**src/sv/trc_pkg.sv**
```systemverilog
// Shared types and constants for the text cell row renderer.
package trc_pkg;

    localparam int TEXT_COLUMNS = 80;
    localparam int GLYPH_HEIGHT = 16;
    localparam int CELL_WIDTH   = 8;
    localparam int GLYPH_COUNT  = 256;
    localparam int GLYPH_ROWS   = 16;
    localparam int STORE_DEPTH  = GLYPH_COUNT * GLYPH_ROWS;
    localparam int STORE_AW     = $clog2(STORE_DEPTH);
    localparam int PALETTE_DEPTH = 16;
    localparam int QUEUE_DEPTH  = 2;

    localparam logic [1:0] KIND_FONT    = 2'd0;
    localparam logic [1:0] KIND_PALETTE = 2'd1;
    localparam logic [1:0] KIND_DRAW    = 2'd2;

    localparam logic       ADDR_COLOUR_DEPTH = 1'b0;
    localparam logic [31:0] MASK_16BIT = 32'h0000_ffff;

    typedef struct packed {
        logic [1:0]  kind;
        logic [7:0]  char_code;
        logic [7:0]  attribute;
        logic [3:0]  font_row;
        logic [6:0]  cell_column;
        logic [3:0]  palette_index;
        logic [31:0] write_data;
    } req_t;

    typedef struct packed {
        logic [31:0] pixel_colour;
        logic [9:0]  pixel_x;
        logic        last;
    } pix_t;

    // One resolved cell row: glyph bits and the two colours, already masked.
    typedef struct packed {
        logic [7:0]  glyph_bits;
        logic [31:0] set_colour;
        logic [31:0] clear_colour;
        logic [6:0]  cell_column;
    } draw_t;

endpackage

```
**src/sv/trc_queue.sv**
```systemverilog
// Short queue of resolved cell rows between the front and back ends.
module trc_queue
(
    input  logic           clk,
    input  logic           rst_n,
    input  logic           push_valid,
    output logic           push_ready,
    input  trc_pkg::draw_t push_data,
    output logic           pop_valid,
    input  logic           pop_ready,
    output trc_pkg::draw_t pop_data
);

    localparam int PW = (trc_pkg::QUEUE_DEPTH > 1) ? $clog2(trc_pkg::QUEUE_DEPTH) : 1;
    localparam int CW = $clog2(trc_pkg::QUEUE_DEPTH + 1);

    trc_pkg::draw_t entry_reg [trc_pkg::QUEUE_DEPTH];
    logic [PW-1:0]  wr_ptr_reg;
    logic [PW-1:0]  wr_ptr_next;
    logic [PW-1:0]  rd_ptr_reg;
    logic [PW-1:0]  rd_ptr_next;
    logic [CW-1:0]  count_reg;
    logic [CW-1:0]  count_next;
    logic           push;
    logic           pop;

    assign push_ready = count_reg != CW'(trc_pkg::QUEUE_DEPTH);
    assign pop_valid  = count_reg != '0;
    assign push       = push_valid && push_ready;
    assign pop        = pop_valid && pop_ready;
    assign pop_data   = entry_reg[rd_ptr_reg];

    always_comb
    begin
        wr_ptr_next = wr_ptr_reg;
        rd_ptr_next = rd_ptr_reg;
        count_next  = count_reg;
        if (push)
        begin
            wr_ptr_next = (wr_ptr_reg == PW'(trc_pkg::QUEUE_DEPTH - 1)) ? '0 : wr_ptr_reg + 1'b1;
        end
        if (pop)
        begin
            rd_ptr_next = (rd_ptr_reg == PW'(trc_pkg::QUEUE_DEPTH - 1)) ? '0 : rd_ptr_reg + 1'b1;
        end
        if (push && !pop)
        begin
            count_next = count_reg + 1'b1;
        end
        else if (pop && !push)
        begin
            count_next = count_reg - 1'b1;
        end
    end

    always_ff @(posedge clk)
    begin
        if (push)
        begin
            entry_reg[wr_ptr_reg] <= push_data;
        end
    end

    always_ff @(posedge clk or negedge rst_n)
    begin
        if (!rst_n)
        begin
            wr_ptr_reg <= '0;
            rd_ptr_reg <= '0;
            count_reg  <= '0;
        end
        else
        begin
            wr_ptr_reg <= wr_ptr_next;
            rd_ptr_reg <= rd_ptr_next;
            count_reg  <= count_next;
        end
    end

    assert property (@(posedge clk) disable iff (!rst_n)
        count_reg <= CW'(trc_pkg::QUEUE_DEPTH))
        else $error("queue count beyond depth");

endmodule

```
**config.mk**
```make
export PLATFORM = sky130hd
export DESIGN_NAME = trc_queue
export DESIGN_NICKNAME = d
export VERILOG_FILES = /design/src/sv/trc_pkg.sv /design/src/sv/trc_queue.sv
export SDC_FILE = /design/constraint.sdc
export NUM_CORES = 1
export LEC_CHECK = 0
export ABC_AREA = 1
export BUFFER_PORTS_ARGS = -buffer_cell sky130_fd_sc_hd__buf_2
export CAP_MARGIN = 10
export CELL_PAD_IN_SITES_DETAIL_PLACEMENT = 0
export CELL_PAD_IN_SITES_GLOBAL_PLACEMENT = 1
export CORE_ASPECT_RATIO = 1.4
export CORE_UTILIZATION = 37
export CTS_CLUSTER_DIAMETER = 60
export DETAILED_ROUTE_END_ITERATION = 10
export GPL_ROUTABILITY_DRIVEN = 0
export PLACE_DENSITY_LB_ADDON = 0.25
export SLEW_MARGIN = 5
export SYNTH_ARGS = -nofsm -noshare
export SYNTH_HDL_FRONTEND = slang
export SYNTH_SLANG_ARGS = --single-unit
```
**constraint.sdc**
```tcl
create_clock -name clk -period 4.1 [get_ports clk]
set_input_delay 0.615 -clock clk [delete_from_list [all_inputs] [get_ports clk]]
set_output_delay 0.615 -clock clk [all_outputs]
set_load 0.1 [all_outputs]
```
==> flow_summary.ini <==
[grt]
grt_first_pass_wirelength_mm = 18.4
grt_max_degree = 81
via_count_of_the_first_global_routing_pass = 3704
global_route.overflow_total = 0
gr-usage-all-layers = 0.149
antenna_found_initial = 1

[hold_path]
timing.hold.worst.class = primary input to register
hold-path-cell-count = 1

[detailed_routing]
maxUsedRoutingLayer = met5
routed-wl-met2_mm = 6.27
drt_wl_cell_um = 14.6
drt-vias-per-instance = 4.50
totalWireLength_mm = 12.0
drt_iter0_markers = 154
drtPass1Iterations = 4
post_detailed_route_count_of_antenna_violating_nets = 0
drc_errors = 0
vias = 3698
wl_met1_mm = 4.72
met3_wirelength_um = 780

[clock_tree]
cts_num_sinks = 162
post-cts-setup-buffer-count = 0
clk_latency_ps = 410
h-tree-depth = 4
cts_tree = done
clock_tree.buffer_depth = 2
cts_root_buf = sky130_fd_sc_hd__clkbuf_16
worst_setup_hold_path_clk_slew_ps = 70
tritoncts.num_buffers = 17

[die]
fp-row-count = 54
die_outline_area_sq_mm = 0.0168
fp.dieW_um = 110
pin_count = 164
core_area_sq_mm = 0.0157
start_util = 0.383
dieHeight_um = 153

[setup_path]
critical-path-top-cell-by-count = sky130_fd_sc_hd__nand2_1
number_of_logic_stages_on_the_critical_path_including_buffering = 4
slowest_stage = sky130_fd_sc_hd__dfrtp_2
critPathLaunchType = register
element_type_at_the_critical_path_end = primary output
max_incr_delay_on_cp_ps = 640
timing.critical_path.cells = buf_4 > nand2_1 > nand2_1 > buf_2
cp_num_buf_inv = 2
reg2regPathDepth = 5
cp_max_fo = 36
setup.worst_path.class = register to primary output
required_ps = 3480
timing.critical_path.max_delay_family = buffers and inverters
arrival_ps = 2130

[synthesis]
synthDominantAreaCellType = sky130_fd_sc_hd__edfxtp_1
post_synth.cell_area_avg_sq_um = 13.7
synth-seq-cells = 162
mappedNetlistNets = 525
synthCells = 441
yosys_warnings = 0
synth_area_sq_mm = 0.00602
yosysUniqueCellTypes = 14
synth.top_cell.area_share = 0.788
ys_top_cells_by_area = sky130_fd_sc_hd__edfxtp_1 (79%), sky130_fd_sc_hd__nand2_1 (15%), sky130_fd_sc_hd__buf_6 (1.7%)
synth.yosys.seq_area_share = 0.804

[cells_and_area]
design.final.nets = 697
diodes = 0
layout.filler_cells = 1417
post_route_cells_drive_above_1_share = 0.326
area_delta_synth_final_pct = 25.4
largest_register_ff_count = 158

[sta]
rsz0062_at_grt = no
fin_crit_sh = 0.670
timing_worst_slew_pin_value_ps = 622
report.final.slew_viol_count = 0
layout_min_cycle_time_ps = 2750
fmax_mhz = 364
fin_skew_ps = 9.38
setup_viol_count_final = 0
slew-limit-headroom = 0.586
final_hold_viol_count = 0
fin_hold_ws_ps = 387

[placement]
dp_hpwl_mm = 7.76
port_buffers = 163

[run_status]
outcome = finished, final reports clean

[run]
maxCapViolCount = 0
[cell families (layout without fill, tap and decap cells)]
family	count (synthesis)	after routing	share of synthesized area
simple gates	252	252	0.158
flops	162	162	0.804
buf+inv	24	209	0.0324
xor+xnor	2	2	0.00291
fa+ha+maj	1	1	0.00208
[routing by layer]
| layer | global-route usage | vias to the layer above |
|---|---|---|
| met3 | 0.0478 | 17 |
| met5 | 0 | - |
| met4 | 0.0641 | 2 |
| met2 | 0.260 | 102 |
| met1 | 0.161 | 1749 |
| li1 | - | 1828 |
[cell usage after synthesis, drive strengths merged]
library cell and instances:
inv 7, xnor2 1, nor2 2, nand3 2, ha 1, nand2 247, xor2 1, nand4 1
edfxtp 158, dfrtp 4, buf 17
[final cells by class]
class / instances / area (sq um) / share of cell area
sequential: 162 / 4850 / 0.642
multi-input combinational: 255 / 998 / 0.132
timing repair buffer: 170 / 871 / 0.115
clock buffer: 17 / 425 / 0.0563
tap: 196 / 245 / 0.0325
clock inverter: 15 / 131 / 0.0174
inverter: 7 / 33.8 / 0.00447
[metrics by stage]
step,util,setup TNS [ps],setup WS (ps),area [sq um],cells
3_5_place_dp,0.444,0,1730,6980,789
6_report,0.480,0,1350,7550,822
3_3_place_gp,0.444,0,1750,6980,789
5_1_grt,0.480,0,1200,7550,822
2_1_floorplan,-,-163190,-1030,6020,441
4_1_cts,0.480,0,1280,7550,822
[worst paths after layout]
kind                                         end    startpoint  slack (ps)
worst max register to register  entry_reg[1][10]  count_reg[0]        2400
worst min-delay path             entry_reg[0][1]  push_data[1]         390
max in group asynchronous             rd_ptr_reg         rst_n        3410
worst min register to register      count_reg[1]  count_reg[1]         500
min in group asynchronous             wr_ptr_reg         rst_n         540
worst max-delay path                 pop_data[2]    rd_ptr_reg        1350
[worst register-to-register path: stages (launching register included)]
cell and delay [ps]:
sky130_fd_sc_hd__dfrtp_1 390, sky130_fd_sc_hd__inv_1 80, sky130_fd_sc_hd__nand2_1 90, sky130_fd_sc_hd__nand2_2 120, sky130_fd_sc_hd__nor2_4 110, sky130_fd_sc_hd__buf_4 500
[what timing repair did]
action                    4_1_cts  5_1_grt
hold buffers                    1        0
hold endpoints to repair        1        0
resized for setup               0        0
[layout by cell type, fill, tap and decap left out]
cell type                       synthesis  layout
sky130_fd_sc_hd__buf_2                  0     163
sky130_fd_sc_hd__buf_4                  8       6
sky130_fd_sc_hd__bufinv_16              0       1
sky130_fd_sc_hd__clkbuf_16              0      17
sky130_fd_sc_hd__clkinv_1               0       2
sky130_fd_sc_hd__clkinv_2               0       2
sky130_fd_sc_hd__clkinv_4               0       3
sky130_fd_sc_hd__clkinvlp_4             0       3
sky130_fd_sc_hd__dfrtp_1                4       3
sky130_fd_sc_hd__dfrtp_2                0       1
sky130_fd_sc_hd__dlygate4sd3_1          0       1
sky130_fd_sc_hd__edfxtp_1             158     158
sky130_fd_sc_hd__ha_1                   1       1
sky130_fd_sc_hd__inv_1                  6       6
sky130_fd_sc_hd__inv_6                  0       4
sky130_fd_sc_hd__inv_8                  1       1
sky130_fd_sc_hd__nand2_1              246     246
sky130_fd_sc_hd__nand2_2                1       1
sky130_fd_sc_hd__nand3_1                2       2
sky130_fd_sc_hd__nand4_1                1       1
sky130_fd_sc_hd__nor2_4                 0       2
sky130_fd_sc_hd__xnor2_1                1       1
sky130_fd_sc_hd__xor2_1                 1       1
Power is not shown: default switching activity piles up to over one toggle a cycle in this logic, so the estimate is an artifact.
