==> config.mk <==
export PLATFORM = sky130hd
export DESIGN_NAME = trc_back
export DESIGN_NICKNAME = d
export VERILOG_FILES = /design/src/sv/trc_pkg.sv /design/src/sv/trc_back.sv
export SDC_FILE = /design/constraint.sdc
export NUM_CORES = 1
export LEC_CHECK = 0
export BUFFER_PORTS_ARGS = -buffer_cell sky130_fd_sc_hd__buf_4
export CORE_ASPECT_RATIO = 0.5
export CORE_UTILIZATION = 46
export DETAILED_ROUTE_END_ITERATION = 6
export PLACE_DENSITY = 0.75
export SYNTH_ARGS = -nofsm -noshare
export SYNTH_HDL_FRONTEND = slang
export SYNTH_SLANG_ARGS = --single-unit
==> constraint.sdc <==
create_clock -name clk -period 3.2 [get_ports clk]
set_input_delay 0.48 -clock clk [delete_from_list [all_inputs] [get_ports clk]]
set_output_delay 0.48 -clock clk [all_outputs]
set_load 0.02 [all_outputs]
==> src/sv/trc_pkg.sv <==
// Shared types and constants for the text cell row renderer.
package trc_pkg;

    localparam int TEXT_COLUMNS = 80;
    localparam int GLYPH_HEIGHT = 16;
    localparam int CELL_WIDTH   = 8;
    localparam int GLYPH_COUNT  = 256;
    localparam int GLYPH_ROWS   = 16;
    localparam int STORE_DEPTH  = GLYPH_COUNT * GLYPH_ROWS;
    localparam int STORE_AW     = $clog2(STORE_DEPTH);
    localparam int PALETTE_DEPTH = 16;
    localparam int QUEUE_DEPTH  = 2;

    localparam logic [1:0] KIND_FONT    = 2'd0;
    localparam logic [1:0] KIND_PALETTE = 2'd1;
    localparam logic [1:0] KIND_DRAW    = 2'd2;

    localparam logic       ADDR_COLOUR_DEPTH = 1'b0;
    localparam logic [31:0] MASK_16BIT = 32'h0000_ffff;

    typedef struct packed {
        logic [1:0]  kind;
        logic [7:0]  char_code;
        logic [7:0]  attribute;
        logic [3:0]  font_row;
        logic [6:0]  cell_column;
        logic [3:0]  palette_index;
        logic [31:0] write_data;
    } req_t;

    typedef struct packed {
        logic [31:0] pixel_colour;
        logic [9:0]  pixel_x;
        logic        last;
    } pix_t;

    // One resolved cell row: glyph bits and the two colours, already masked.
    typedef struct packed {
        logic [7:0]  glyph_bits;
        logic [31:0] set_colour;
        logic [31:0] clear_colour;
        logic [6:0]  cell_column;
    } draw_t;

endpackage

==> src/sv/trc_back.sv <==
// Back end: serializes one cell row into eight pixels through an output register.
module trc_back
(
    input  logic           clk,
    input  logic           rst_n,
    input  logic           q_valid,
    output logic           q_ready,
    input  trc_pkg::draw_t q_data,
    output logic           pix_valid,
    input  logic           pix_ready,
    output trc_pkg::pix_t  pix
);

    logic        active_reg;
    logic        active_next;
    logic [7:0]  bits_reg;
    logic [7:0]  bits_next;
    logic [31:0] set_reg;
    logic [31:0] set_next;
    logic [31:0] clear_reg;
    logic [31:0] clear_next;
    logic [6:0]  column_reg;
    logic [6:0]  column_next;
    logic [2:0]  cnt_reg;
    logic [2:0]  cnt_next;
    logic        pix_valid_reg;
    logic        pix_valid_next;
    trc_pkg::pix_t pix_reg;
    trc_pkg::pix_t pix_next;

    logic out_free;
    logic emit;
    logic last_emit;
    logic load;

    assign out_free  = !pix_valid_reg || pix_ready;
    assign emit      = active_reg && out_free;
    assign last_emit = emit && (cnt_reg == 3'(trc_pkg::CELL_WIDTH - 1));
    // The next cell row is taken as the last pixel of the current one goes out.
    assign q_ready   = !active_reg || last_emit;
    assign load      = q_valid && q_ready;

    always_comb
    begin
        active_next = active_reg;
        bits_next   = bits_reg;
        set_next    = set_reg;
        clear_next  = clear_reg;
        column_next = column_reg;
        cnt_next    = cnt_reg;
        if (load)
        begin
            active_next = 1'b1;
            bits_next   = q_data.glyph_bits;
            set_next    = q_data.set_colour;
            clear_next  = q_data.clear_colour;
            column_next = q_data.cell_column;
            cnt_next    = '0;
        end
        else if (emit)
        begin
            active_next = !last_emit;
            bits_next   = {bits_reg[6:0], 1'b0};
            cnt_next    = cnt_reg + 1'b1;
        end
    end

    always_comb
    begin
        pix_valid_next = pix_valid_reg;
        pix_next       = pix_reg;
        if (emit)
        begin
            pix_valid_next        = 1'b1;
            pix_next.pixel_colour = bits_reg[7] ? set_reg : clear_reg;
            pix_next.pixel_x      = {column_reg, cnt_reg};
            pix_next.last         = cnt_reg == 3'(trc_pkg::CELL_WIDTH - 1);
        end
        else if (pix_ready)
        begin
            pix_valid_next = 1'b0;
        end
    end

    always_ff @(posedge clk)
    begin
        bits_reg   <= bits_next;
        set_reg    <= set_next;
        clear_reg  <= clear_next;
        column_reg <= column_next;
        cnt_reg    <= cnt_next;
        pix_reg    <= pix_next;
    end

    always_ff @(posedge clk or negedge rst_n)
    begin
        if (!rst_n)
        begin
            active_reg    <= 1'b0;
            pix_valid_reg <= 1'b0;
        end
        else
        begin
            active_reg    <= active_next;
            pix_valid_reg <= pix_valid_next;
        end
    end

    assign pix_valid = pix_valid_reg;
    assign pix       = pix_reg;

endmodule
==> flow_summary.toml, run 1 <==
[outcome]
status = "finished, final reports clean"

[sta]
timing.fmax_mhz = 464
rsz0062_at_grt = "no"
hold_viol = 0
final.period_utilization_pct = 67.4
period_minus_slack_ns = 2.16
tightest_slew_ns = 0.778
setup_violations = 0
max_slew_margin_pct = 48.1
maxSlewViolCount = 0
fin_skew_ns = 0.00854
finalSetupTns_ns = 0

[pwr]
peakVddDrop_uv = 400
p_leak_nw = 2.33
power_density_nw_per_um2 = 714
p_total_mw = 4.32

[setup_path]
path_common_cell = "ha_1"
start_kind = "flip-flop"
critPathCaptureType = "flip-flop"
crit_arrival_ns = 2.18
worstPathMaxFanout = 41
cpPeakStageDelay_ns = 0.54
cp_slowest_cell = "buf_4"
cp.required_ns = 3.23
timing_worst_setup_path_type = "reg2reg"
cp.buffers_inverters = 1
path_delay_family = "buffers and inverters"
crit_chain = "ha_1, ha_1, nand2_1, o22ai_4, buf_4"

[route]
drt_iter0_markers = 125
ant_nets = 0
wirelength_mm = 7.94
route.detailed.drc = 0
routedWlPerCell_um = 16.9
via_per_inst = 4.77
vias = 2247
dr.pass1.iters = 4

[global_route]
grt-ovfl-total = 0
grt_pass1_wl_mm = 12.4
grt_pass1_vias = 2510
antenna_found_initial = 0
grt_start_max_net_pins = 42
grt_usage_pct = 17.5

[synthesis]
synth-main-ff-cell = "edfxtp_1"
yosysTopAreaCellShare_pct = 83.0
synth_area_leader_cell = "edfxtp_1"
synth_nets = 279
ys_seq_area_share_pct = 85.5
syn_inst = 194
ys_ff_latch = 127
yosysWarningCount = 0
synth-edff-count = 122
synth.distinct_cells = 24
synthArstFlopShare_pct = 1.57
avgSynthCellArea_um2 = 22.8
netlist_area_um2 = 4410
synth_area_leaders = "edfxtp_1, mux2_2, dfxtp_1"

[clocking]
cts_tree = "yes"
root_buffer = "clkbuf_16"
postCtsSetupBuffers = 0
path_clk_slew_ns = 0.05
cts_made_buffers = 17
h-tree-depth = 4
cts.sinks = 127
clock_latency_ns = 0.40
clock_path_buffers = 2

[finish]
fillCellCount = 594
syn_to_final_growth_pct = 37.1
largest_register_ffs = 43
drive_gt1_share_pct = 55.6
layout.nets = 426
post-route-util_pct = 67.2
diodes = 0

[floorplan]
rows = 24
die_x_um = 141
ioPinCount = 128
fp.dieH_um = 71.3
core_um2 = 9010
die-area_um2 = 10000
start_util_pct = 49.0

[placement]
gp_congestion = 0.723
numPortBuffers = 127
place_hpwl_mm = 5.42

[run]
cap_violations = 0

[hold_path]
hp-class = "in2reg"
## area by class of cell
cell class	instances	area [µm²]	area share [%]
Inverter	2	7.51	0.124
Clock buffer	30	504	8.33
Timing Repair Buffer	133	1000	16.5
Sequential cell	127	3770	62.3
Tap cell	117	146	2.42
Multi-Input combinational cell	60	611	10.1
Clock inverter	2	10.0	0.165
## cells in the final DEF (no fill, tap or decap)
cell,count
nor2_4,1
mux2_1,2
clkinv_2,2
inv_2,1
mux2_2,33
or2b_1,1
clkbuf_1,10
nand2_1,3
ha_1,2
a21oi_1,3
and2_2,1
nor2b_4,1
dlygate4sd3_1,1
inv_1,1
dfrtp_1,2
o22ai_4,1
nand3_1,2
o21ai_0,3
clkbuf_8,3
mux2_4,4
clkbuf_16,17
buf_4,132
edfxtp_1,122
dfxtp_1,3
a21o_1,1
or3_1,1
or2_2,1
## report_power, final
group	leakage, nW	switching (mW)	internal, mW
clock network	0.251	0.600	1.05
registers	1.18	0.0728	2.04
logic	0.891	0.276	0.281
total	2.33	0.948	3.37
## cell usage after synthesis (2+ instances only)
cell,number
a21oi_1,3
nand3_1,2
dfrtp_1,2
mux2_1,2
nand2_1,3
o21ai_0,3
buf_2,3
mux2_2,33
dfxtp_1,3
ha_1,2
mux2_4,4
edfxtp_1,122
## metrics by stage
stage               std cells  hold slack, ns  setup WS [ns]  area [µm²]
floorplan                 194           0.184          0.762        4420
global placement          438           0.262           1.20        5530
detailed placement        438           0.267           1.06        5530
CTS                       471           0.237           1.02        6050
global route              471           0.228          0.929        6050
finish                    471           0.255           1.04        6050
## worst reg2reg max path, cell delays in order (launching register included)
cell and delay (ns):
dfxtp_1 0.37, ha_1 0.18, ha_1 0.21, nand2_1 0.12, o22ai_4 0.35, buf_4 0.55
## cells by family (layout without fill, tap and decap cells)
| logic type | after synthesis | count (layout) | share of synthesized area (%) |
|---|---|---|---|
| DFF | 127 | 127 | 85.5 |
| buffers and inverters | 7 | 167 | 0.850 |
| AOI/OAI and AO/OA | 8 | 8 | 1.30 |
| muxes | 39 | 39 | 10.3 |
| adders and majority gates | 2 | 2 | 0.567 |
| and+or+nand+nor | 11 | 11 | 1.50 |
## what timing repair did
| action | CTS | global route |
|---|---|---|
| gates resized for setup | 0 | 0 |
| setup endpoints to repair | 0 | 0 |
| hold endpoints to repair | 2 | 0 |
| hold buffers | 1 | 0 |
## worst paths after layout
check                                   startpoint                       to  slack, ns  cells past startpoint
min in group asynchronous                    rst_n   active_reg$_DFFE_PN0P_       0.40                      2
hold / removal                          q_data[33]  clear_reg[26]$_DFFE_PP_       0.25                      1
max in group asynchronous                    rst_n    pix_valid$_DFFE_PN0P_       2.71                      2
setup reg to reg           cnt_reg[0]$_SDFFE_PP0P_     set_reg[7]$_DFFE_PP_       1.04                      5
setup / recovery           cnt_reg[0]$_SDFFE_PP0P_     set_reg[7]$_DFFE_PP_       1.04                      5
hold reg to reg            column_reg[2]$_DFFE_PP_         pix[6]$_DFFE_PP_       0.41                      0
## metal layers
metal | GRT usage (%) | up-vias | wire [µm]
met5 | 0 | - | 0
met4 | 8.09 | 0 | 93
met3 | 7.02 | 8 | 398
met2 | 30.8 | 69 | 4300
met1 | 19.1 | 1108 | 3150
li1 | - | 1062 | -
(Power assumes the default switching activity.)
==> inputs of run 2 (changes only) <==
CORE_UTILIZATION = 51   (was 46)
PLACE_DENSITY = 0.79   (was 0.75)
clock period = 2 ns   (was 3.2 ns; I/O delays follow)
==> flow_summary.toml, run 2 (same netlist as run 1, synthesis figures left out) <==
[sta]
tightest_slew_ns = 0.446
hold-worst-slack_ns = 0.0612
finalWorstSetupSlack_ns = 0.201
finalSetupTns_ns = 0
timing.fmax_mhz = 556
period_minus_slack_ns = 1.80
setup_violations = 0
max_slew_margin_pct = 70.2
maxSlewViolCount = 0
final.period_utilization_pct = 90.0
rsz0062_at_grt = "no"
fin_skew_ns = 0.00646
hold_viol = 0

[clocking]
post_cts_resized = 0
path_clk_slew_ns = 0.05
root_buffer = "clkbuf_16"
cts_tree = "yes"
cts_made_buffers = 17
cts.sinks = 127
clock_latency_ns = 0.41
h-tree-depth = 4
clock_path_buffers = 2

[route]
via_per_inst = 4.95
routedWlPerCell_um = 17.7
dr.pass1.iters = 4
drt_iter0_markers = 145
ant_nets = 0
route.detailed.drc = 0
vias = 2311
wirelength_mm = 8.25

[finish]
final_cell_mix = "buf_4, edfxtp_1, mux2_2"
fin_cells = 467
layout.nets = 428
drive_gt1_share_pct = 56.3
post-route-util_pct = 74.6
final_common_cell = "buf_4"
design_area_um2 = 6120
syn_to_final_growth_pct = 38.7
diodes = 0
largest_register_ffs = 43

[placement]
place_ws_ns = 0.121
place_hpwl_mm = 5.44
numPortBuffers = 127
placed_cells = 434
place_area_um2 = 5560
gp_congestion = 0.717

[setup_path]
cp.required_ns = 1.70
critPathCaptureType = "output pin"
path_common_cell = "ha_1"
crit_chain = "ha_1, ha_1, a21o_1, buf_4"
crit_arrival_ns = 1.50
worstPathMaxFanout = 4
cp_slowest_cell = "dfxtp_1"
timing_worst_setup_path_type = "reg2out"
start_kind = "flip-flop"
cpPeakStageDelay_ns = 0.32

[outcome]
status = "finished, final reports clean"

[floorplan]
rows = 23
ioPinCount = 128
core_um2 = 8200
die_x_um = 134
fp.dieH_um = 67.8
die-area_um2 = 9050
start_util_pct = 53.8

[pwr]
power_density_nw_per_um2 = 1160
peakVddDrop_uv = 748
p_leak_nw = 2.36
p_total_mw = 7.11

[global_route]
grt_pass1_wl_mm = 12.1
use_met1_pct = 19.6
grt_pass1_vias = 2381
use_met2_pct = 36.4
antenna_found_initial = 0
grt_start_max_net_pins = 39
grt-ovfl-total = 0
grt_util_met3_pct = 8.56
grt.busiest_layer = "met2"
grt_usage_pct = 19.6

[run]
cap_violations = 0

[hold_path]
hp-class = "in2reg"
run 2: changes by cell type in the layout (fill, tap and decap cells not counted):
cell,previous run,this run
clkbuf_8,3,0
buf_12,0,3
clkinv_2,2,4
clkinv_1,0,5
bufinv_16,0,2
clkbuf_1,10,3
buf_4,132,131
run 2: path summary, 6_finish.rpt:
check	from	end	slack, ns	cells after the start
max	cnt_reg[0]$_SDFFE_PP0P_	q_ready	0.20	4
min	q_data[34]	clear_reg[27]$_DFFE_PP_	0.06	1
max reg2reg	cnt_reg[0]$_SDFFE_PP0P_	bits_reg[5]$_DFFE_PP_	0.23	6
min reg2reg	column_reg[4]$_DFFE_PP_	pix[8]$_DFFE_PP_	0.42	0
max in group asynchronous	rst_n	active_reg$_DFFE_PN0P_	1.71	2
min in group asynchronous	rst_n	pix_valid$_DFFE_PN0P_	0.20	2
run 2: timing repair:
item / CTS / global route
hold buffers: 1 / 0
buffers inserted: 0 / 1
setup endpoints to repair: 0 / 16
hold endpoints to repair: 2 / 0
run 2: power breakdown:
part | switching [mW] | internal (mW)
registers | 0.0876 | 3.27
clock network | 1.03 | 1.79
logic | 0.479 | 0.467
total | 1.59 | 5.52
run 2: routing by layer:
layer / wire [µm] / share of wire [%] / up-vias
li1: - / - / 1070
met1: 3090 / 37 / 1159
met2: 4590 / 56 / 66
met3: 416 / 5.0 / 16
met4: 153 / 1.9 / 0
met5: 0 / 0 / -
run 2: layout make-up:
type	count	area, µm²
clock buffer	20	437
clock inverter	11	98.8
fill	439	2080
inverter	2	7.51
multi-input combinational	60	611
sequential	127	3770
tap	112	140
timing repair buffer	135	1050
run 2: critical path, delay by kind of cell (launching register included):
kind            cells  cell delay, ns
compound gates      1            0.18
fa+ha+maj           2            0.43
flops               1            0.32
buf+inv             1            0.16
==> inputs of run 3 (changes only) <==
ABC_AREA = 1   (was default)
==> flow_summary.toml, run 3 <==
[setup_path]
worstPathMaxFanout = 10
cp.required_ns = 1.70
timing.rr.start = "cnt_reg[0]$_SDFFE_PP0P_"
reg2reg_depth = 7
regToRegSetupSlack_ns = 0.33
crit_arrival_ns = 1.38
critPathCaptureType = "output pin"
worstReg2RegEnd = "set_reg[13]$_DFFE_PP_"
start_kind = "flip-flop"
timing_worst_setup_path_type = "reg2out"

[clocking]
cts.sinks = 127
cts_made_buffers = 17
root_buffer = "clkbuf_16"
postCtsSetupBuffers = 0
h-tree-depth = 4
cts_tree = "yes"
holdBufCountCts = 1
clock_latency_ns = 0.40
path_clk_slew_ns = 0.05
post_cts_resized = 0
clock_path_buffers = 2

[finish]
fillCellCount = 488
fin_cells = 488
layout.nets = 448
drive_gt1_share_pct = 51.6
post-route-util_pct = 74.0
final_common_cell = "buf_4"
diodes = 0
final_cell_mix = "buf_4, edfxtp_1, mux2_2"
largest_register_ffs = 43
design_area_um2 = 6120
syn_to_final_growth_pct = 36.7

[pwr]
p_leak_nw = 2.42
p_total_mw = 8.01
peakVddDrop_uv = 853
power_density_nw_per_um2 = 1310

[sta]
fin_skew_ns = 0.00599
hold_viol = 0
rsz0062_at_grt = "no"
final.period_utilization_pct = 83.9
period_minus_slack_ns = 1.68
finalSetupTns_ns = 0
hold-worst-slack_ns = 0.0780
finalWorstSetupSlack_ns = 0.322
timing.fmax_mhz = 596
tightest_slew_ns = 0.353
maxSlewViolCount = 0
max_slew_margin_pct = 76.4
setup_violations = 0

[global_route]
grt-ovfl-total = 0
antenna_found_initial = 0
grt_start_max_net_pins = 58
grt_usage_pct = 18.1
grt_pass1_wl_mm = 11.5
grt_pass1_vias = 2350

[synthesis]
synth.distinct_cells = 15
ys_ff_latch = 127
synth_nets = 302
syn_inst = 217
synth-main-ff-cell = "edfxtp_1"
avgSynthCellArea_um2 = 20.6
synthArstFlopShare_pct = 1.57
yosysWarningCount = 0
ys_seq_area_share_pct = 84.3
synth-edff-count = 122
yosys-top-cells-count = "edfxtp_1, mux2_2, nand2_1"
netlist_area_um2 = 4480
synth_most_common_cell = "edfxtp_1"
synth_area_leaders = "edfxtp_1, mux2_2, nand2_1"
synth_area_leader_cell = "edfxtp_1"
yosysTopAreaCellShare_pct = 81.9

[floorplan]
ioPinCount = 128
rows = 23
die_x_um = 134
start_util_pct = 54.2
die-area_um2 = 9180
fp.dieH_um = 68.2
core_um2 = 8260

[hold_path]
whs_endpoint = "set_reg[0]$_DFFE_PP_"
worstHoldPathCells = 1
hp-class = "in2reg"
min_from = "q_data[39]"

[placement]
place_hpwl_mm = 5.17
placed_cells = 455
place_area_um2 = 5600
place_ws_ns = 0.336
gp_congestion = 0.684
numPortBuffers = 127

[route]
wirelength_mm = 7.81
via_per_inst = 4.76
route.detailed.drc = 0
drt_iter0_markers = 122
ant_nets = 0
routedWlPerCell_um = 16.0
dr.pass1.iters = 4
vias = 2324

[outcome]
status = "finished, final reports clean"

[run]
cap_violations = 0
-- run 3: cell types whose count changed in the layout (fill, tap and decap cells not counted), sizes merged, moves of 3 or more --
cell / previous run / this run
mux2: 39 / 32
clkbuf: 20 / 30
nand2: 3 / 31
nand3: 2 / 9
a21oi: 3 / 0
o21ai: 3 / 0
inv: 2 / 7
clkinv: 9 / 2
-- run 3: worst max path at each step --
stage | start | to | slack (ns) | cells after the start
floorplan | cnt_reg[1]$_SDFFE_PP0P_ | clear_reg[0]$_DFFE_PP_ | -0.42 | 7
global placement | cnt_reg[1]$_SDFFE_PP0P_ | clear_reg[13]$_DFFE_PP_ | 0.39 | 7
detailed placement | cnt_reg[0]$_SDFFE_PP0P_ | set_reg[17]$_DFFE_PP_ | 0.34 | 7
CTS | cnt_reg[0]$_SDFFE_PP0P_ | q_ready | 0.30 | 5
global route | cnt_reg[0]$_SDFFE_PP0P_ | column_reg[6]$_DFFE_PP_ | 0.25 | 7
finish | cnt_reg[0]$_SDFFE_PP0P_ | q_ready | 0.32 | 5
-- run 3: routing by layer --
layer | vias up | global-route usage [%] | part of all wire (%)
met5 | - | 0 | 0
met4 | 0 | 10.1 | 1.1
met3 | 7 | 5.11 | 4.5
met2 | 76 | 33.3 | 55
met1 | 1126 | 19.7 | 39
li1 | 1115 | - | -
-- run 3: final cells by class --
type	instances	area, µm²	share of cell area, %
clock inverters	2	8.76	0.143
flip-flops and latches	127	3780	61.7
well taps	112	140	2.29
repair buffers	133	1030	16.8
multi-input cells	76	637	10.4
inverters	8	33.8	0.552
clock buffers	30	494	8.08
-- run 3: critical path: stages (launching register included) --
cell	delay [ns]
dfxtp_2	0.34
ha_4	0.16
ha_4	0.16
nand2_4	0.07
nand2_8	0.08
buf_4	0.17
-- run 3: cells by family after synthesis --
kind of cell / Yosys count / synth area share, %
flops: 127 / 84.3
simple gates: 42 / 4.53
mux: 32 / 8.39
buf+inv: 14 / 2.21
fa+ha+maj: 2 / 0.559
-- run 3: power breakdown --
part	internal, mW	switching [mW]	total (mW)
logic	0.797	0.901	1.70
registers	3.55	0.170	3.72
clock network	1.64	0.956	2.60
total	5.99	2.03	8.01
